$ cat config.mk
export PLATFORM = sky130hd
export DESIGN_NAME = wma_window
export DESIGN_NICKNAME = d
export VERILOG_FILES = /design/src/rtl/wma_pkg.sv /design/src/rtl/wma_window.sv
export SDC_FILE = /design/constraint.sdc
export NUM_CORES = 2
export LEC_CHECK = 0
export BUFFER_PORTS_ARGS = -buffer_cell sky130_fd_sc_hd__buf_4
export CAP_MARGIN = 25
export CORE_MARGIN = 4
export CORE_UTILIZATION = 55
export DETAILED_ROUTE_END_ITERATION = 10
export PLACE_DENSITY = 0.71
export SLEW_MARGIN = 25
export SYNTH_ARGS = -nofsm -noshare
export SYNTH_HDL_FRONTEND = slang
export SYNTH_SLANG_ARGS = --single-unit
$ cat constraint.sdc
create_clock -name clock -period 7.7 [get_ports clock]
set_clock_uncertainty 0.2 [all_clocks]
set_input_delay 0.77 -clock clock [delete_from_list [all_inputs] [get_ports clock]]
set_output_delay 0.77 -clock clock [all_outputs]
set_load 0.05 [all_outputs]
$ cat src/rtl/wma_pkg.sv
`timescale 1ns / 1ps
// ----------------------------------------------------------------------------
// wma_pkg
// Shared constants, types and the reciprocal table of the centre-weighted
// moving average row filter.
// ----------------------------------------------------------------------------
package wma_pkg;

   localparam int MAX_HALF = 31;
   localparam int SAMPLE_W = 24;
   localparam int HALF_W   = 5;
   localparam int ADDR_W   = $clog2(2 * MAX_HALF + 2);
   localparam int DEPTH    = 1 << ADDR_W;
   localparam int CNT_W    = ADDR_W + 1;
   localparam int DIV_W    = ADDR_W + 1;
   localparam int SUM_W    = SAMPLE_W + ADDR_W;

   typedef logic signed [SAMPLE_W-1:0] sample_type;
   typedef logic [ADDR_W-1:0]          addr_type;
   typedef logic [HALF_W-1:0]          half_type;
   typedef logic [SUM_W-1:0]           psum_type;
   typedef logic [CNT_W-1:0]           count_type;

   typedef struct packed {
      logic       en;
      addr_type   addr;
      sample_type sample;
      psum_type   prefix;
   } store_wr_type;

   typedef struct packed {
      logic      valid;
      half_type  centre;
      half_type  half;
      logic      last;
      addr_type  newest;
      count_type count;
   } job_type;

   typedef struct packed {
      logic                    valid;
      logic signed [SUM_W-1:0] total;
      half_type                half;
      logic                    last;
   } total_type;

   // floor(2^(SUM_W-1) / (n+1)), i.e. floor(2^SUM_W / 2(n+1))
   localparam psum_type RECIP_TABLE [0:MAX_HALF] = '{
      30'd536870912, 30'd268435456, 30'd178956970, 30'd134217728,
      30'd107374182, 30'd89478485,  30'd76695844,  30'd67108864,
      30'd59652323,  30'd53687091,  30'd48806446,  30'd44739242,
      30'd41297762,  30'd38347922,  30'd35791394,  30'd33554432,
      30'd31580641,  30'd29826161,  30'd28256363,  30'd26843545,
      30'd25565281,  30'd24403223,  30'd23342213,  30'd22369621,
      30'd21474836,  30'd20648881,  30'd19884107,  30'd19173961,
      30'd18512790,  30'd17895697,  30'd17318416,  30'd16777216
   };

endpackage

$ cat src/rtl/wma_window.sv
`timescale 1ns / 1ps
// ----------------------------------------------------------------------------
// wma_window
// Sample and prefix-sum memories; forms the weighted window sum of a job
// from two prefix reads and the centre sample.
// ----------------------------------------------------------------------------
module wma_window (
   input  logic                  clock,
   input  logic                  reset,
   input  logic                  advance,
   input  wma_pkg::store_wr_type store_wr,
   input  wma_pkg::job_type      job,
   output wma_pkg::total_type    total
);
   import wma_pkg::*;

   sample_type sample_mem [DEPTH];
   psum_type   prefix_mem [DEPTH];

   addr_type   age_lo;
   addr_type   age_top;
   addr_type   age_hi;
   count_type  wgt_full;
   addr_type   addr_x;
   addr_type   addr_top;
   addr_type   addr_base;
   logic       zero_in;

   sample_type centre_rd_ff;
   psum_type   top_rd_ff;
   psum_type   base_rd_ff;

   logic       s1_valid_ff;
   logic       s1_last_ff;
   half_type   s1_half_ff;
   logic       s1_zero_ff;
   addr_type   s1_wgt_ff;

   logic signed [SUM_W-1:0]      win_in;
   logic signed [SAMPLE_W+ADDR_W:0] xw_in;

   logic                    s2_valid_ff;
   logic                    s2_last_ff;
   half_type                s2_half_ff;
   logic signed [SUM_W-1:0] s2_win_ff;
   logic signed [SUM_W-1:0] s2_xw_ff;

   always_comb begin
      age_lo    = (job.centre >= job.half) ? ADDR_W'(job.centre - job.half) : '0;
      age_top   = ADDR_W'(job.centre) + ADDR_W'(job.half);
      age_hi    = (CNT_W'(age_top) < job.count) ? age_top
                                                 : ADDR_W'(job.count - 1'b1);
      zero_in   = (CNT_W'(age_hi) + 1'b1) == job.count;
      wgt_full  = CNT_W'({job.half, 1'b1}) - CNT_W'(age_hi) + CNT_W'(age_lo);
      addr_x    = job.newest - ADDR_W'(job.centre);
      addr_top  = job.newest - age_lo;
      addr_base = job.newest - age_hi - 1'b1;
   end

   always_ff @(posedge clock) begin
      if (store_wr.en) begin
         sample_mem[store_wr.addr] <= store_wr.sample;
         prefix_mem[store_wr.addr] <= store_wr.prefix;
      end
      if (advance) begin
         centre_rd_ff <= sample_mem[addr_x];
         top_rd_ff    <= prefix_mem[addr_top];
         base_rd_ff   <= prefix_mem[addr_base];
      end
   end

   always_comb begin
      win_in = top_rd_ff - (s1_zero_ff ? '0 : base_rd_ff);
      xw_in  = centre_rd_ff * $signed({1'b0, s1_wgt_ff});
   end

   always_ff @(posedge clock) begin
      if (reset) begin
         s1_valid_ff <= 1'b0;
         s2_valid_ff <= 1'b0;
      end else if (advance) begin
         s1_valid_ff <= job.valid;
         s2_valid_ff <= s1_valid_ff;
      end
   end

   always_ff @(posedge clock) begin
      if (advance) begin
         s1_last_ff <= job.last;
         s1_half_ff <= job.half;
         s1_zero_ff <= zero_in;
         s1_wgt_ff  <= wgt_full[ADDR_W-1:0];
         s2_last_ff <= s1_last_ff;
         s2_half_ff <= s1_half_ff;
         s2_win_ff  <= win_in;
         s2_xw_ff   <= xw_in[SUM_W-1:0];
      end
   end

   assign total.valid = s2_valid_ff;
   assign total.total = s2_win_ff + s2_xw_ff;
   assign total.half  = s2_half_ff;
   assign total.last  = s2_last_ff;

endmodule

==> impl_metrics.toml <==
[cts]
ctsResizeCount = 0
h-tree-depth = 5
clock_latency_ns = 0.95
cts_buffers = 364
clock_sinks = 3621
clkTransAtPathRegs_ns = 0.06
cts_tree = "done"
clockRootBuffer = "clkbuf_16"
clock_path_buffers = 4

[detailed_routing]
dr_total_vias = 87939
detail-route-antenna-nets = 0
vias_per_cell = 7.03
first_iter_violations = 13575
drc = 0
wl_mm = 469
firstDrtPassIters = 6
wl_per_cell_um = 37.5

[synthesis]
syn_area_um2 = 161000
synth.distinct_cells = 67
synth_top_area_share_pct = 67.4
netlist_top_cells_count = "edfxtp_1, mux4_2, nand2_1"
yosysTopAreaCell = "edfxtp_1"
synth_edf_count = 3619
synth_top_family_by_area = "multiplexers"
synthArstFlopShare_pct = 0
ys_seq_area_share_pct = 67.4
synth.area.mux_share_pct = 22.4
synthXorXnorAreaFrac_pct = 0.640
synth-main-ff-cell = "edfxtp_1"
synth_most_common_cell = "edfxtp_1"
synth_compound_area_share_pct = 1.85
ys_seq_elements = 3621
yosysWarnings = 0
synth_simple_gate_area_share_pct = 3.52
synth_adder_area_share_pct = 2.50
syn_nets = 8324
synth_cells = 7977
synthTopCellsByArea = "edfxtp_1, mux4_2, fa_1"
avgSynthCellArea_um2 = 20.2

[worst_setup_path]
regToRegSetupSlack_ns = 1.05
path_cells = "and2_1 > fa_1 > fa_1 > fa_1 > inv_1 > fa_1 > inv_1 > ha_1 > a21o_1 > a21o_1 > a21oi_1 > o221ai_1 > a21oi_1 > o21ai_0 > a2111oi_0 > nor2_1 > a211oi_1 > a21boi_0"
cp-end-kind = "register"
start_kind = "register"
worstSetupPathType = "reg2reg"
rr_worst_depth = 18
r2r_start = "s1_wgt_ff[2]"
critPathMaxStageDelay_ns = 0.89
r2r_end = "s2_xw_ff[26]"
cp.arrival_ns = 7.20
critPathSlowestCell = "edfxtp_1"
cpMostUsedCell = "fa_1"
crit_start = "s1_wgt_ff[2]"
worstPathRequired_ns = 8.25
crit_fanout = 24

[floorplanning]
die_area_um2 = 302000
rows = 198
die_w_um = 550
core_region_area_um2 = 292000
io-pin-count = 126
initial_utilization_pct = 55.3
die_y_um = 550

[status]
outcome = "finished, final reports clean"

[timing]
setup_tns_ns = 0
setup_ws_ns = 1.05
finalCriticalPeriod_ns = 6.65
rsz0062_at_grt = "false"
period_share_pct = 86.3
setup_viol = 0
hold_viol = 0
maxSlewViolCount = 0
fmax_mhz = 150
worst_pin_slew_ns = 1.23
relSlewSlack_pct = 18.1

[global_routing]
grt_pass1_wl_mm = 664
gr-total-overflow = 0
antenna_found_initial = 33
grt_pass1_vias = 88810
grt_usage_pct = 31.2
grt_max_degree = 104

[worst_hold_path]
worstHoldEndpoint = "s1_zero_ff"
worstHoldStart = "job[1]"
whs_path_depth = 4
hp-class = "in2reg"

[layout]
fin_nets = 8641
n_fill_cell = 19691
syn_to_final_growth_pct = 12.2
multi_input_area_um2 = 50600
regArea_um2 = 109000
drive_above_1_share_pct = 30.2

[placed_design]
hpwl_mm = 264
globalplace.congestion = 0.885
portBuffers = 125
preCtsSetupSlack_ns = 1.01

[power_and_ir_drop]
ir_worst_vdd_v = 0.000914
power.leakage_uw = 0.0582
finalPower_uw = 64800
p_per_area_nw_per_um2 = 358

[flow_run]
maxCapViolCount = 0
kinds of logic (layout without fill, tap and decap cells):
kind of cell,after synthesis,after routing
adders and majority gates,260,260
DFF,3621,3621
and+or+nand+nor,1197,1197
AOI/OAI and AO/OA,457,457
other,0,19
muxes,1655,1655
xor gates and xnor gates,117,117
buffers and inverters,670,1275
layer usage:
layer	GRT usage, %	vias to the layer above	wire [µm]
li1	-	34088	-
met2	48.3	6168	222000
met1	42.7	46551	164000
met5	0	-	75
met4	12.3	10	21200
met3	8.47	1122	61100
flip-flops by register name (all words and copies together) (netlist names):
register / count
base_rd_ff: 30
centre_rd_ff: 24
prefix_mem: 1920
s1_half_ff: 5
s1_last_ff: 1
s1_valid_ff: 1
s1_wgt_ff: 6
s1_zero_ff: 1
s2_half_ff: 5
s2_last_ff: 1
s2_valid_ff: 1
s2_win_ff: 30
s2_xw_ff: 30
sample_mem: 1536
top_rd_ff: 30
power by group:
part	leakage, µW	internal [µW]	switching (µW)	total [µW]
sequential	0.0327	22900	492	23400
combinational	0.0199	9730	14500	24200
clock	0.00555	9670	7480	17100
critical path, delay by kind of cell (launching register included):
| kind | cells | cell delay, ns |
|---|---|---|
| buffers and inverters | 2 | 0.09 |
| flip-flops | 1 | 0.89 |
| AO/OA/AOI/OAI | 9 | 2.53 |
| adder cells (fa/ha/maj) | 5 | 2.26 |
| AND/OR/NAND/NOR | 2 | 0.47 |
layout make-up:
class / instances / area share (%)
diodes: 19 / 0.0263
clock buffers: 451 / 5.28
clock inverters: 203 / 0.985
inverters: 188 / 0.390
multi-input cells: 3686 / 27.9
flip-flops and latches: 3621 / 60.1
well taps: 3900 / 2.70
repair buffers: 433 / 2.62
per-stage QoR:
stage,utilization [%],cell area [µm²],hold WS [ns],instances
6_report,62.1,181000,0.116,12501
5_1_grt,62.1,181000,0.106,12491
4_1_cts,62.0,181000,0.0767,12480
3_5_place_dp,58.1,169000,0.211,11818
3_3_place_gp,57.9,169000,0.212,11793
2_1_floorplan,-,161000,0.200,7977
repair_timing:
item	CTS	global route
setup buffers	0	0
endpoints found under the hold margin	8	0
hold buffers	8	0
worst max path at each step:
stage	end	depth (start not counted)	slack (ns)
6_report	s2_xw_ff[26]	18	1.05
5_1_grt	s2_xw_ff[26]	18	0.69
4_1_cts	s2_xw_ff[26]	18	1.11
3_5_place_dp	base_rd_ff[1]	23	1.01
3_3_place_gp	base_rd_ff[1]	23	1.06
2_1_floorplan	s2_xw_ff[26]	19	2.19
cell usage in the layout (no fill, tap or decap), drive strengths merged, types with 5 or more instances in the layout:
cell type | synthesis | layout
edfxtp | 3619 | 3619
a21o | 48 | 48
a21boi | 10 | 10
clkinv | 0 | 153
clkinvlp | 0 | 9
xor2 | 26 | 26
bufinv | 0 | 25
xnor2 | 91 | 91
o21a | 9 | 9
nor3 | 26 | 26
ha | 153 | 153
inv | 188 | 204
nand3 | 203 | 203
or3 | 8 | 8
o21ai | 78 | 78
a2111oi | 5 | 5
a31oi | 17 | 17
o21bai | 15 | 15
mux4 | 1560 | 1560
dlygate4sd3 | 0 | 8
and3 | 5 | 5
o31ai | 7 | 7
nand2 | 494 | 494
a21oi | 141 | 141
buf | 186 | 425
a211oi | 61 | 61
nor2 | 130 | 130
o211ai | 11 | 11
and2 | 124 | 124
clkbuf | 296 | 451
a32oi | 30 | 30
mux2i | 93 | 93
nand4 | 67 | 67
fa | 105 | 105
diode | 0 | 19
nand2b | 47 | 47
nand3b | 6 | 6
nor2b | 73 | 73
(Power assumes the default switching activity.)
