--- config.mk ---
export PLATFORM = sky130hd
export DESIGN_NAME = wma_ctrl
export DESIGN_NICKNAME = d
export VERILOG_FILES = /design/src/rtl/wma_pkg.sv /design/src/rtl/wma_ctrl.sv
export SDC_FILE = /design/constraint.sdc
export NUM_CORES = 1
export LEC_CHECK = 0
export BUFFER_PORTS_ARGS = -buffer_cell sky130_fd_sc_hd__buf_2
export CAP_MARGIN = 10
export CORE_MARGIN = 3
export CORE_UTILIZATION = 40
export DETAILED_ROUTE_END_ITERATION = 16
export GPL_TIMING_DRIVEN = 0
export PLACE_DENSITY = 0.63
export SYNTH_ARGS = -nofsm -noshare
export SYNTH_HDL_FRONTEND = slang
export SYNTH_SLANG_ARGS = --single-unit
--- constraint.sdc ---
create_clock -name clock -period 3.3 [get_ports clock]
set_input_delay 0.165 -clock clock [delete_from_list [all_inputs] [get_ports clock]]
set_output_delay 0.165 -clock clock [all_outputs]
set_load 0.005 [all_outputs]
--- src/rtl/wma_pkg.sv ---
`timescale 1ns / 1ps
// ----------------------------------------------------------------------------
// wma_pkg
// Shared constants, types and the reciprocal table of the centre-weighted
// moving average row filter.
// ----------------------------------------------------------------------------
package wma_pkg;

   localparam int MAX_HALF = 31;
   localparam int SAMPLE_W = 24;
   localparam int HALF_W   = 5;
   localparam int ADDR_W   = $clog2(2 * MAX_HALF + 2);
   localparam int DEPTH    = 1 << ADDR_W;
   localparam int CNT_W    = ADDR_W + 1;
   localparam int DIV_W    = ADDR_W + 1;
   localparam int SUM_W    = SAMPLE_W + ADDR_W;

   typedef logic signed [SAMPLE_W-1:0] sample_type;
   typedef logic [ADDR_W-1:0]          addr_type;
   typedef logic [HALF_W-1:0]          half_type;
   typedef logic [SUM_W-1:0]           psum_type;
   typedef logic [CNT_W-1:0]           count_type;

   typedef struct packed {
      logic       en;
      addr_type   addr;
      sample_type sample;
      psum_type   prefix;
   } store_wr_type;

   typedef struct packed {
      logic      valid;
      half_type  centre;
      half_type  half;
      logic      last;
      addr_type  newest;
      count_type count;
   } job_type;

   typedef struct packed {
      logic                    valid;
      logic signed [SUM_W-1:0] total;
      half_type                half;
      logic                    last;
   } total_type;

   // floor(2^(SUM_W-1) / (n+1)), i.e. floor(2^SUM_W / 2(n+1))
   localparam psum_type RECIP_TABLE [0:MAX_HALF] = '{
      30'd536870912, 30'd268435456, 30'd178956970, 30'd134217728,
      30'd107374182, 30'd89478485,  30'd76695844,  30'd67108864,
      30'd59652323,  30'd53687091,  30'd48806446,  30'd44739242,
      30'd41297762,  30'd38347922,  30'd35791394,  30'd33554432,
      30'd31580641,  30'd29826161,  30'd28256363,  30'd26843545,
      30'd25565281,  30'd24403223,  30'd23342213,  30'd22369621,
      30'd21474836,  30'd20648881,  30'd19884107,  30'd19173961,
      30'd18512790,  30'd17895697,  30'd17318416,  30'd16777216
   };

endpackage

--- src/rtl/wma_ctrl.sv ---
`timescale 1ns / 1ps
// ----------------------------------------------------------------------------
// wma_ctrl
// Takes in samples, keeps the running prefix sum and row counters, and
// issues smoothing jobs to the window datapath, taking no new sample while a job waits.
// ----------------------------------------------------------------------------
module wma_ctrl (
   input  logic                  clock,
   input  logic                  reset,
   input  logic                  req_valid,
   output logic                  req_ready,
   input  wma_pkg::sample_type   req_sample,
   input  logic                  req_row_end,
   input  logic                  csr_wr_en,
   input  wma_pkg::half_type     csr_wr_data,
   input  logic                  advance,
   output wma_pkg::store_wr_type store_wr,
   output wma_pkg::job_type      job
);
   import wma_pkg::*;

   half_type  half_ff, half_in;
   addr_type  wp_ff, wp_in;
   psum_type  acc_ff, acc_in;
   count_type count_ff, count_in;
   half_type  pend_ff, pend_in;
   logic      busy_ff, busy_in;
   half_type  centre_ff, centre_in;
   logic      flush_ff, flush_in;

   half_type  n_cur;
   logic      accept;
   logic      issue;

   assign req_ready = !busy_ff;
   assign accept    = req_valid && !busy_ff;
   assign issue     = busy_ff && advance;
   assign n_cur     = (int'(half_ff) > MAX_HALF) ? HALF_W'(MAX_HALF) : half_ff;

   assign store_wr.en     = accept;
   assign store_wr.addr   = wp_ff;
   assign store_wr.sample = req_sample;
   assign store_wr.prefix = acc_ff + SUM_W'(req_sample);

   assign job.valid  = busy_ff;
   assign job.centre = centre_ff;
   assign job.half   = n_cur;
   assign job.last   = flush_ff && (centre_ff == '0);
   assign job.newest = wp_ff - 1'b1;
   assign job.count  = count_ff;

   always_comb begin
      half_in   = csr_wr_en ? csr_wr_data : half_ff;
      wp_in     = wp_ff;
      acc_in    = acc_ff;
      count_in  = count_ff;
      pend_in   = pend_ff;
      busy_in   = busy_ff;
      centre_in = centre_ff;
      flush_in  = flush_ff;
      if (accept) begin
         wp_in     = wp_ff + 1'b1;
         acc_in    = req_row_end ? '0 : store_wr.prefix;
         centre_in = pend_ff;
         flush_in  = req_row_end;
         if (count_ff != CNT_W'(DEPTH)) begin
            count_in = count_ff + 1'b1;
         end
         if (req_row_end || (pend_ff >= n_cur)) begin
            busy_in = 1'b1;
         end else begin
            pend_in = pend_ff + 1'b1;
         end
      end
      if (issue) begin
         if (flush_ff && (centre_ff != '0)) begin
            centre_in = centre_ff - 1'b1;
         end else begin
            busy_in = 1'b0;
         end
         // close the row after its final result
         if (flush_ff && (centre_ff == '0)) begin
            pend_in  = '0;
            count_in = '0;
         end
      end
   end

   always_ff @(posedge clock) begin
      if (reset) begin
         half_ff   <= '0;
         wp_ff     <= '0;
         acc_ff    <= '0;
         count_ff  <= '0;
         pend_ff   <= '0;
         busy_ff   <= 1'b0;
         centre_ff <= '0;
         flush_ff  <= 1'b0;
      end else begin
         half_ff   <= half_in;
         wp_ff     <= wp_in;
         acc_ff    <= acc_in;
         count_ff  <= count_in;
         pend_ff   <= pend_in;
         busy_ff   <= busy_in;
         centre_ff <= centre_in;
         flush_ff  <= flush_in;
      end
   end

endmodule

==> flow_metrics.env <==
export IMPL_fin_tns_setup_ns=0
export IMPL_crit_type="reg2out"
export IMPL_fin_crit_sh_pct=95.3
export IMPL_ys_types=58
export IMPL_min_path_type="in2reg"
export IMPL_powerDensity_nw_per_um2=394
export IMPL_synthAdderAreaFrac_pct=12.0
export IMPL_drv_slew=0
export IMPL_synth_edff_count=0
export IMPL_met3_usage_pct=4.70
export IMPL_final_hold_viol_count=0
export IMPL_fin_crit_ns=3.14
export IMPL_grt_busiest_layer="met2"
export IMPL_drt_iter0_drc=216
export IMPL_finalSetupViolCount=0
export IMPL_dp_cells=785
export IMPL_tightest_slew_ns=0.963
export IMPL_synth_xor_area_share_pct=8.51
export IMPL_dr_pass1_iters=4
export IMPL_synth_top_cell_area_share_pct=27.8
export IMPL_grt_pass1_vias=4012
export IMPL_rsz0062_at_grt="false"
export IMPL_final_layout_size_suffix_gt1_share_pct=26.1
export IMPL_muxShareOfSynthArea_pct=1.39
export IMPL_irDropWorstVdd_mv=0.204
export IMPL_yosys_area_top_type="dfxtp_1"
export IMPL_cp_slowest_cell="fa_1"
export IMPL_switchingPower_uw=696
export IMPL_leakagePower_uw=0.00246
export IMPL_drc=0
export IMPL_clk_path_buf_depth=2
export IMPL_cts_buffers=9
export IMPL_ys_seq_area_share_pct=27.8
export IMPL_dpl_cell_area_sq_um=5080
export IMPL_grt_pass1_wl_microns=18600
export IMPL_yosysWarnings=0
export IMPL_cap_viol_max_count=0
export IMPL_cp_end_kind="output pin"
export IMPL_core_region_area_sq_um=10400
export IMPL_power_uw=2080
export IMPL_clkPwrFrac_pct=32.1
export IMPL_synth_compound_area_share_pct=25.0
export IMPL_final_nets=737
export IMPL_seqPwrFrac_pct=37.9
export IMPL_intPower_uw=1390
export IMPL_synth_ff_type="dfxtp_1"
export IMPL_rows=37
export IMPL_grt_use_total_pct=19.1
export IMPL_crit_fanout=4
export IMPL_areaGrowthSynthToFinish_pct=22.5
export IMPL_cts_root_buf="clkbuf_8"
export IMPL_cp_num_buf_inv=1
export IMPL_syn_inst=531
export IMPL_drtAntennaViolNets=0
export IMPL_synthSimpleGateAreaFrac_pct=16.0
export IMPL_ctsHtreeMaxLevel=3
export IMPL_fin_cells=802
export IMPL_critPathLaunchType="flip-flop"
export IMPL_max_slew_margin_rel_pct=35.3
export IMPL_p_comb_share_pct=30.1
export IMPL_ys_ff_latch=60
export IMPL_clkSlewWorstSetupHoldPaths_ns=0.08
export IMPL_dr_total_vias=4207
export IMPL_avgViaCountPerCell=5.25
export IMPL_fmax_ghz=0.318
export IMPL_switching_share_pct=33.4
export IMPL_critPathTopFamily="compound AO/OA/AOI/OAI gates"
export IMPL_postSynth_asyncResetShare_pct=0
export IMPL_groute_layer_met1_usage_pct=24.7
export IMPL_io_buffers=118
export IMPL_die_h_microns=110
export IMPL_grt_overflow_total=0
export IMPL_dieArea_sq_um=12100
export IMPL_antenna_found_initial=0
export IMPL_status="completed"
export IMPL_grt_max_degree=14
export IMPL_syn_area_per_cell_sq_um=8.14
export IMPL_routedWlPerCell_microns=14.3
export IMPL_place_congestion=0.887
export IMPL_slowest_delay_ns=0.41
export IMPL_worstPathArrival_ns=2.98
export IMPL_tritoncts="yes"
export IMPL_crit_required_ns=3.13
export IMPL_fin_area_sq_um=5290
export IMPL_cts_sinks=60
export IMPL_diodes=0
export IMPL_start_util_pct=41.5
export IMPL_totalWireLength_microns=11500
export IMPL_netlist_area_sq_um=4320
export IMPL_final_setup_skew_ns=0.0104
export IMPL_grtUsageMet2_pct=32.1
export IMPL_syn_nets=607
export IMPL_die_w_microns=110
export IMPL_cp_cell_sequence="ha_1 > fa_1 > a21o_1 > a21oi_2 > o211ai_1 > a21oi_2 > o31ai_2 > a211o_1 > o311ai_2 > buf_2"
export IMPL_clock_latency_ns=0.34
export IMPL_dp_hpwl_microns=8960
export IMPL_timing_critical_path_mode_cell="a21oi_2"
export IMPL_ioPinCount=122
export IMPL_synth_top_family_by_area="compound AO/OA/AOI/OAI gates"
export IMPL_synthTopCellsByArea="dfxtp_1 (28%), ha_1 (12%), a21oi_1 (5.4%)"
## synthesized netlist by cell type (all sizes together) (5+ instances only)
| cell | count |
|---|---|
| o21ai | 23 |
| clkbuf | 20 |
| dfxtp | 60 |
| o21bai | 5 |
| xnor2 | 22 |
| a22o | 14 |
| ha | 40 |
| xor2 | 20 |
| nand2 | 36 |
| nor3 | 8 |
| mux2i | 6 |
| inv | 31 |
| a22oi | 11 |
| nand2b | 7 |
| nand4 | 11 |
| a21oi | 48 |
| buf | 29 |
| a21o | 13 |
| nand3 | 7 |
| nor2 | 55 |
## tightest hold or removal path, cell delays in order
cell and delay (ns):
buf_2 0.08, mux2i_1 0.05, nor2_1 0.07
## through the flow
stage / worst slack, ns / hold WS (ns) / utilization (%)
2_1_floorplan: 0.826 / 0.312 / -
3_3_place_gp: 0.368 / 0.406 / 48.8
3_5_place_dp: 0.355 / 0.415 / 48.8
4_1_cts: 0.0403 / 0.0443 / 50.7
5_1_grt: 0.0112 / 0.0559 / 50.8
6_report: 0.155 / 0.0586 / 50.8
## kinds of logic (layout without fill, tap and decap cells)
logic type      count (synthesis)  after routing
mux                             6              6
compound gates                155            155
flops                          60             60
simple gates                  147            147
buf+inv                        80            215
xor+xnor                       42             42
fa+ha+maj                      41             41
## path summary, 6_finish.rpt
check / start / end / slack (ns) / cells past startpoint
setup reg to reg: acc_ff[0] / acc_ff[28] / 0.61 / 10
hold reg to reg: acc_ff[0] / acc_ff[0] / 0.46 / 2
setup / recovery: acc_ff[0] / store_wr[28] / 0.16 / 10
hold / removal: csr_wr_data[4] / half_ff[4] / 0.06 / 3
## state kept, by name, indices dropped and copies added (netlist names)
signal / count
acc_ff: 30
count_ff: 7
wp_ff: 6
centre_ff: 5
half_ff: 5
pend_ff: 5
busy_ff: 1
flush_ff: 1
## routing by layer
metal,share of wire (%),wire length [microns],vias up
li1,-,-,2131
met1,46,5330,1931
met2,47,5340,137
met3,6.4,732,8
met4,0.70,80,0
met5,0,0,-
## repair_timing
item	CTS	global route
hold buffers	0	0
pin swaps	0	1
endpoints found under the setup margin	1	4
resized for setup	1	3
setup buffers	0	1
## placed cells by master (no fill, tap or decap), drive strengths merged, types with 14 or more instances in the layout
cell type,n
xor2,20
dfxtp,60
a22o,14
clkbuf,30
buf,148
nor2,55
o21ai,23
nand2,36
inv,32
xnor2,22
a21oi,48
ha,40
## layout make-up
type | instances | area, sq um
clock buffer | 10 | 128
sequential | 60 | 1200
clock inverter | 6 | 63.8
multi-input combinational | 391 | 2730
timing repair buffer | 119 | 598
fill | 1043 | 5120
buffer | 49 | 283
inverter | 31 | 116
tap | 136 | 170
## power groups by stage
stage	logic [uW]	clock network, uW	registers [uW]
3_5_place_dp	621	0	806
6_report	626	668	790
4_1_cts	626	692	789
3_3_place_gp	612	0	803
5_1_grt	703	721	794
2_1_floorplan	402	0	799
(Power assumes the default switching activity.)
