==> src/rtl/wma_pkg.sv <==
`timescale 1ns / 1ps
// ----------------------------------------------------------------------------
// wma_pkg
// Shared constants, types and the reciprocal table of the centre-weighted
// moving average row filter.
// ----------------------------------------------------------------------------
package wma_pkg;

   localparam int MAX_HALF = 31;
   localparam int SAMPLE_W = 24;
   localparam int HALF_W   = 5;
   localparam int ADDR_W   = $clog2(2 * MAX_HALF + 2);
   localparam int DEPTH    = 1 << ADDR_W;
   localparam int CNT_W    = ADDR_W + 1;
   localparam int DIV_W    = ADDR_W + 1;
   localparam int SUM_W    = SAMPLE_W + ADDR_W;

   typedef logic signed [SAMPLE_W-1:0] sample_type;
   typedef logic [ADDR_W-1:0]          addr_type;
   typedef logic [HALF_W-1:0]          half_type;
   typedef logic [SUM_W-1:0]           psum_type;
   typedef logic [CNT_W-1:0]           count_type;

   typedef struct packed {
      logic       en;
      addr_type   addr;
      sample_type sample;
      psum_type   prefix;
   } store_wr_type;

   typedef struct packed {
      logic      valid;
      half_type  centre;
      half_type  half;
      logic      last;
      addr_type  newest;
      count_type count;
   } job_type;

   typedef struct packed {
      logic                    valid;
      logic signed [SUM_W-1:0] total;
      half_type                half;
      logic                    last;
   } total_type;

   // floor(2^(SUM_W-1) / (n+1)), i.e. floor(2^SUM_W / 2(n+1))
   localparam psum_type RECIP_TABLE [0:MAX_HALF] = '{
      30'd536870912, 30'd268435456, 30'd178956970, 30'd134217728,
      30'd107374182, 30'd89478485,  30'd76695844,  30'd67108864,
      30'd59652323,  30'd53687091,  30'd48806446,  30'd44739242,
      30'd41297762,  30'd38347922,  30'd35791394,  30'd33554432,
      30'd31580641,  30'd29826161,  30'd28256363,  30'd26843545,
      30'd25565281,  30'd24403223,  30'd23342213,  30'd22369621,
      30'd21474836,  30'd20648881,  30'd19884107,  30'd19173961,
      30'd18512790,  30'd17895697,  30'd17318416,  30'd16777216
   };

endpackage

==> src/rtl/wma_div.sv <==
`timescale 1ns / 1ps
// ----------------------------------------------------------------------------
// wma_div
// Divides the weighted sum by 2(n+1) with round to nearest, ties away from
// zero: reciprocal multiply, back-multiply and one correction step.
// ----------------------------------------------------------------------------
module wma_div (
   input  logic                clock,
   input  logic                reset,
   input  logic                advance,
   input  wma_pkg::total_type  total,
   output logic                rsp_valid,
   output wma_pkg::sample_type rsp_smoothed,
   output logic                rsp_last_of_row
);
   import wma_pkg::*;

   logic                    a_valid_ff;
   logic signed [SUM_W-1:0] a_sum_ff;
   half_type                a_half_ff;
   logic                    a_last_ff;

   psum_type                mag;
   psum_type                m_in;

   logic                    b_valid_ff;
   psum_type                b_m_ff;
   logic                    b_neg_ff;
   half_type                b_half_ff;
   logic                    b_last_ff;

   logic [2*SUM_W-1:0]      prod;

   logic                    c_valid_ff;
   sample_type              c_q0_ff;
   psum_type                c_m_ff;
   logic                    c_neg_ff;
   half_type                c_half_ff;
   logic                    c_last_ff;

   logic [DIV_W-1:0]        dvs_c;
   logic [SAMPLE_W+DIV_W-1:0] qd_full;

   logic                    d_valid_ff;
   psum_type                d_qd_ff;
   sample_type              d_q0_ff;
   psum_type                d_m_ff;
   logic                    d_neg_ff;
   half_type                d_half_ff;
   logic                    d_last_ff;

   logic [DIV_W-1:0]        dvs_d;
   psum_type                rem;
   logic                    inc;
   sample_type              q;
   sample_type              res_in;

   logic                    out_valid_ff;
   sample_type              out_data_ff;
   logic                    out_last_ff;

   always_comb begin
      mag     = a_sum_ff[SUM_W-1] ? psum_type'(-a_sum_ff) : psum_type'(a_sum_ff);
      m_in    = mag + SUM_W'(a_half_ff) + 1'b1;
      prod    = b_m_ff * RECIP_TABLE[b_half_ff];
      dvs_c   = {ADDR_W'(c_half_ff) + 1'b1, 1'b0};
      qd_full = c_q0_ff * dvs_c;
      dvs_d   = {ADDR_W'(d_half_ff) + 1'b1, 1'b0};
      rem     = d_m_ff - d_qd_ff;
      inc     = rem >= SUM_W'(dvs_d);
      q       = d_q0_ff + {{(SAMPLE_W-1){1'b0}}, inc};
      res_in  = d_neg_ff ? -q : q;
   end

   always_ff @(posedge clock) begin
      if (reset) begin
         a_valid_ff   <= 1'b0;
         b_valid_ff   <= 1'b0;
         c_valid_ff   <= 1'b0;
         d_valid_ff   <= 1'b0;
         out_valid_ff <= 1'b0;
      end else if (advance) begin
         a_valid_ff   <= total.valid;
         b_valid_ff   <= a_valid_ff;
         c_valid_ff   <= b_valid_ff;
         d_valid_ff   <= c_valid_ff;
         out_valid_ff <= d_valid_ff;
      end
   end

   always_ff @(posedge clock) begin
      if (advance) begin
         a_sum_ff    <= total.total;
         a_half_ff   <= total.half;
         a_last_ff   <= total.last;
         b_m_ff      <= m_in;
         b_neg_ff    <= a_sum_ff[SUM_W-1];
         b_half_ff   <= a_half_ff;
         b_last_ff   <= a_last_ff;
         c_q0_ff     <= prod[SUM_W +: SAMPLE_W];
         c_m_ff      <= b_m_ff;
         c_neg_ff    <= b_neg_ff;
         c_half_ff   <= b_half_ff;
         c_last_ff   <= b_last_ff;
         d_qd_ff     <= qd_full[SUM_W-1:0];
         d_q0_ff     <= c_q0_ff;
         d_m_ff      <= c_m_ff;
         d_neg_ff    <= c_neg_ff;
         d_half_ff   <= c_half_ff;
         d_last_ff   <= c_last_ff;
         out_data_ff <= res_in;
         out_last_ff <= d_last_ff;
      end
   end

   assign rsp_valid       = out_valid_ff;
   assign rsp_smoothed    = out_data_ff;
   assign rsp_last_of_row = out_last_ff;

endmodule

==> config.mk <==
export PLATFORM = sky130hd
export DESIGN_NAME = wma_div
export DESIGN_NICKNAME = d
export VERILOG_FILES = /design/src/rtl/wma_pkg.sv /design/src/rtl/wma_div.sv
export SDC_FILE = /design/constraint.sdc
export NUM_CORES = 2
export LEC_CHECK = 0
export BUFFER_PORTS_ARGS = -buffer_cell sky130_fd_sc_hd__buf_2
export CAP_MARGIN = 10
export CORE_ASPECT_RATIO = 0.75
export CORE_MARGIN = 1.5
export CORE_UTILIZATION = 25
export DETAILED_ROUTE_END_ITERATION = 12
export SETUP_SLACK_MARGIN = 0.2
export SLEW_MARGIN = 15
export SYNTH_ARGS = -nofsm -noshare
export SYNTH_HDL_FRONTEND = slang
export SYNTH_SLANG_ARGS = --single-unit
==> constraint.sdc <==
create_clock -name clock -period 13.9 [get_ports clock]
set_input_delay 2.085 -clock clock [delete_from_list [all_inputs] [get_ports clock]]
set_output_delay 2.085 -clock clock [all_outputs]
set_load 0.03 [all_outputs]
==> impl_metrics.py <==
metrics = {
    "setup_path": {
        "critical_path_source_type": "flip-flop",
        "regToRegEndpoint": "c_q0_ff[23]",
        "timing.reg2reg.worst_path_depth": 30,
        "data_required_time_at_the_worst_endpoint_ps": 14180,
        "rrSetupSlack_ps": 3090,
        "cp_slowest_cell": "sky130_fd_sc_hd__a21oi_2",
        "reg2reg_from": "b_half_ff[1]",
        "setup.worst_path.class": "reg -> reg",
        "arrival_ps": 11090,
        "critPathMaxStageDelay_ps": 810,
        "path_common_cell": "sky130_fd_sc_hd__fa_1",
        "critical_path.endpoint_type": "flip-flop",
        "worstPathMaxFanout": 18,
    },
    "timing": {
        "final_min_period_over_clock_period_pct": 77.8,
        "final_max_slew_viols": 0,
        "unrepaired_setup_endpoints_after_global_routing": "no",
        "worst_pin_slew_ps": 1230,
        "finalSetupViolations": 0,
        "fmax_mhz": 92.5,
        "finalWorstSetupSlack_ps": 3090,
        "finalWorstPathRequiredPeriod_ps": 10810,
        "clock_skew_ps": 18.2,
        "hold_violations": 0,
        "setup_tns_ps": 0,
        "maxSlewHeadroom_pct": 17.4,
    },
    "worst_hold_path": {
        "holdCritStartpoint": "c_m_ff[6]",
        "holdPathStages": 0,
        "holdPathEnd": "d_m_ff[6]",
        "hold_path.class": "reg -> reg",
    },
    "logic_synthesis": {
        "yosys.area.top_type_share_pct": 38.5,
        "synthesized_area_mm2": 0.0445,
        "number_of_distinct_standard_cells_referenced_by_the_synthesized_netlist": 77,
        "syn-mean-instance-area_um2": 9.59,
        "synth-edff-count": 249,
        "synth_seq_area_share_pct": 17.0,
        "synth_nets": 5827,
        "yosys_warnings": 0,
        "ys_top_cells_by_area": "sky130_fd_sc_hd__fa_1 (39%), sky130_fd_sc_hd__edfxtp_1 (17%), sky130_fd_sc_hd__ha_1 (8.3%), sky130_fd_sc_hd__inv_1 (8.0%), sky130_fd_sc_hd__and2_1 (7.2%)",
        "async_reset_ff_share_pct": 0,
        "synth.ff_latch_count": 254,
        "synthesis.instances": 4637,
        "dominant_register_cell_in_the_synthesized_netlist": "sky130_fd_sc_hd__edfxtp_1",
        "yosys.area.top_type": "sky130_fd_sc_hd__fa_1",
    },
    "die": {
        "ios": 66,
        "floorplan.rows": 133,
        "dieWidth_um": 490,
        "dieArea_mm2": 0.180,
        "die_h_um": 368,
        "core_area_mm2": 0.176,
        "floorplan.initialDensity_pct": 25.3,
    },
    "clock_tree": {
        "htree_num_levels": 1,
        "cts_tree": "yes",
        "clkTransAtPathRegs_ps": 70,
        "cts-buffers-inserted": 25,
        "cts.repair_timing.setup_buffer_count": 0,
        "cts.root.buffer_cell": "sky130_fd_sc_hd__clkbuf_16",
        "cts.sink_count": 254,
        "cts-hold-fix-buffers": 0,
        "cts-resized-gates": 0,
        "clock_latency_ps": 550,
        "cts-root-to-sink-buffers": 3,
    },
    "drt": {
        "routed.top_layer": "met4",
        "detail_route.first_pass.iterations": 8,
        "drt-met1-wl_mm": 56.6,
        "post_route_drc_violation_count": 0,
        "via_count": 31600,
        "met2RoutedLength_mm": 52.5,
        "wire_per_inst_um": 17.4,
        "via_per_inst": 4.55,
        "wl_met3_mm": 9.26,
        "drt-initial-drc-count": 2543,
        "wl_mm": 121,
        "antenna_left": 0,
    },
    "cells_and_area": {
        "filler_cell_count": 18700,
        "regArea_mm2": 0.00758,
        "synthToLayoutAreaGrowth_pct": 8.82,
        "net_count_reported_at_finish": 5751,
        "post_route_cells_drive_above_1_share_pct": 4.72,
        "layout.cells.most_common_list": "sky130_fd_sc_hd__inv_1 (950), sky130_fd_sc_hd__fa_1 (856), sky130_fd_sc_hd__nand2_1 (599)",
        "multi_input_area_mm2": 0.0327,
        "final_design_area_no_fill_mm2": 0.0484,
        "layout.cells.most_common": "sky130_fd_sc_hd__inv_1",
    },
    "placed_design": {
        "postPlaceCellArea_mm2": 0.0476,
        "place_congestion": 0.883,
        "port_buffers": 65,
        "hpwlAfterDp_mm": 88.7,
        "placement.setup.worst_slack_ps": 3240,
    },
    "flow_run": {
        "drv.max_cap_violation_count": 0,
    },
    "global_routing": {
        "grt_pass1_wl_mm": 192,
        "gr-total-overflow": 0,
        "grt_antenna_before_repair": 6,
        "number_of_global_route_vias_before_repair": 33100,
        "maximum_number_of_pins_on_one_net_before_global_route_repair": 114,
        "grt_use_total_pct": 13.4,
    },
    "status": {
        "status": "completed",
    },
}
==> layer usage <==
layer	vias to the layer above	global-route usage, %
met2	1091	20.6
li1	14000	-
met1	16300	19.6
met5	-	0
met3	159	2.25
met4	0	2.61
==> critical path, delay by kind of cell (launching register included) <==
kind,cells,cell delay (ps)
DFF,1,760
and+or+nand+nor,9,1810
adders and majority gates,10,4750
buffers and inverters,5,830
AOI/OAI and AO/OA,6,2360
==> cell usage after synthesis (5+ instances only) <==
| cell | n |
|---|---|
| sky130_fd_sc_hd__a21oi_1 | 96 |
| sky130_fd_sc_hd__nand2b_1 | 40 |
| sky130_fd_sc_hd__a41oi_1 | 5 |
| sky130_fd_sc_hd__nand2_1 | 599 |
| sky130_fd_sc_hd__ha_1 | 294 |
| sky130_fd_sc_hd__nor2_1 | 132 |
| sky130_fd_sc_hd__clkbuf_1 | 221 |
| sky130_fd_sc_hd__a31oi_1 | 19 |
| sky130_fd_sc_hd__o21a_1 | 17 |
| sky130_fd_sc_hd__nand4_1 | 25 |
| sky130_fd_sc_hd__o22ai_1 | 8 |
| sky130_fd_sc_hd__a211oi_1 | 18 |
| sky130_fd_sc_hd__a211o_1 | 6 |
| sky130_fd_sc_hd__fa_1 | 856 |
| sky130_fd_sc_hd__or3_1 | 14 |
| sky130_fd_sc_hd__or2_2 | 8 |
| sky130_fd_sc_hd__a21o_1 | 38 |
| sky130_fd_sc_hd__xnor2_1 | 108 |
| sky130_fd_sc_hd__nor2b_1 | 20 |
| sky130_fd_sc_hd__mux2i_1 | 13 |
| sky130_fd_sc_hd__o211ai_1 | 10 |
| sky130_fd_sc_hd__inv_1 | 950 |
| sky130_fd_sc_hd__and2_1 | 511 |
| sky130_fd_sc_hd__xor2_1 | 62 |
| sky130_fd_sc_hd__dfxtp_1 | 5 |
| sky130_fd_sc_hd__or4_1 | 9 |
| sky130_fd_sc_hd__o41ai_1 | 9 |
| sky130_fd_sc_hd__o31ai_1 | 22 |
| sky130_fd_sc_hd__nor4_1 | 6 |
| sky130_fd_sc_hd__o31a_1 | 7 |
| sky130_fd_sc_hd__nor3_1 | 41 |
| sky130_fd_sc_hd__nand3_1 | 36 |
| sky130_fd_sc_hd__edfxtp_1 | 249 |
| sky130_fd_sc_hd__and3_1 | 16 |
| sky130_fd_sc_hd__o21ai_0 | 79 |
| sky130_fd_sc_hd__a22oi_1 | 8 |
==> through the flow <==
stage	util [%]	cells	hold slack, ps
2_1_floorplan	-	4637	400
3_3_place_gp	27.0	6895	401
3_5_place_dp	27.0	6895	405
4_1_cts	27.5	6941	420
5_1_grt	27.5	6942	424
6_report	27.5	6943	419
==> logic make-up after synthesis <==
family / after synthesis / share of synthesized area [%]
mux: 14 / 0.318
compound gates: 392 / 5.89
simple gates: 1480 / 16.7
buf+inv: 1177 / 9.94
xor+xnor: 170 / 3.35
fa+ha+maj: 1150 / 46.8
flops: 254 / 17.0
==> registers in the layout, summed over array words and instances, names as in the netlist, 5 cells and up <==
name and count:
a_sum_ff 30, b_m_ff 30, c_m_ff 30, d_m_ff 30, d_qd_ff 29, c_q0_ff 24, d_q0_ff 24, rsp_smoothed 24
a_half_ff 5, b_half_ff 5, c_half_ff 5, d_half_ff 5
==> layout make-up <==
class / count / share of cell area, %
multi-input combinational: 3206 / 67.6
sequential: 254 / 15.7
inverter: 950 / 7.37
tap: 2362 / 6.11
timing repair buffer: 124 / 1.65
clock buffer: 26 / 1.30
clock inverter: 20 / 0.357
antenna: 1 / 0.00517
==> worst max-delay path by stage <==
stage               slack [ps]     endpoint          from
global route              2620  c_q0_ff[23]  b_half_ff[1]
global placement          3040  c_q0_ff[23]  b_half_ff[1]
floorplan                 4950  c_q0_ff[23]  b_half_ff[1]
CTS                       3180  c_q0_ff[23]  b_half_ff[1]
detailed placement        3240  c_q0_ff[23]  b_half_ff[1]
finish                    3090  c_q0_ff[23]  b_half_ff[1]
Power is left out: the tool's default activity adds up to more than one toggle a clock period on the data nets, which glitch-free logic cannot reach.
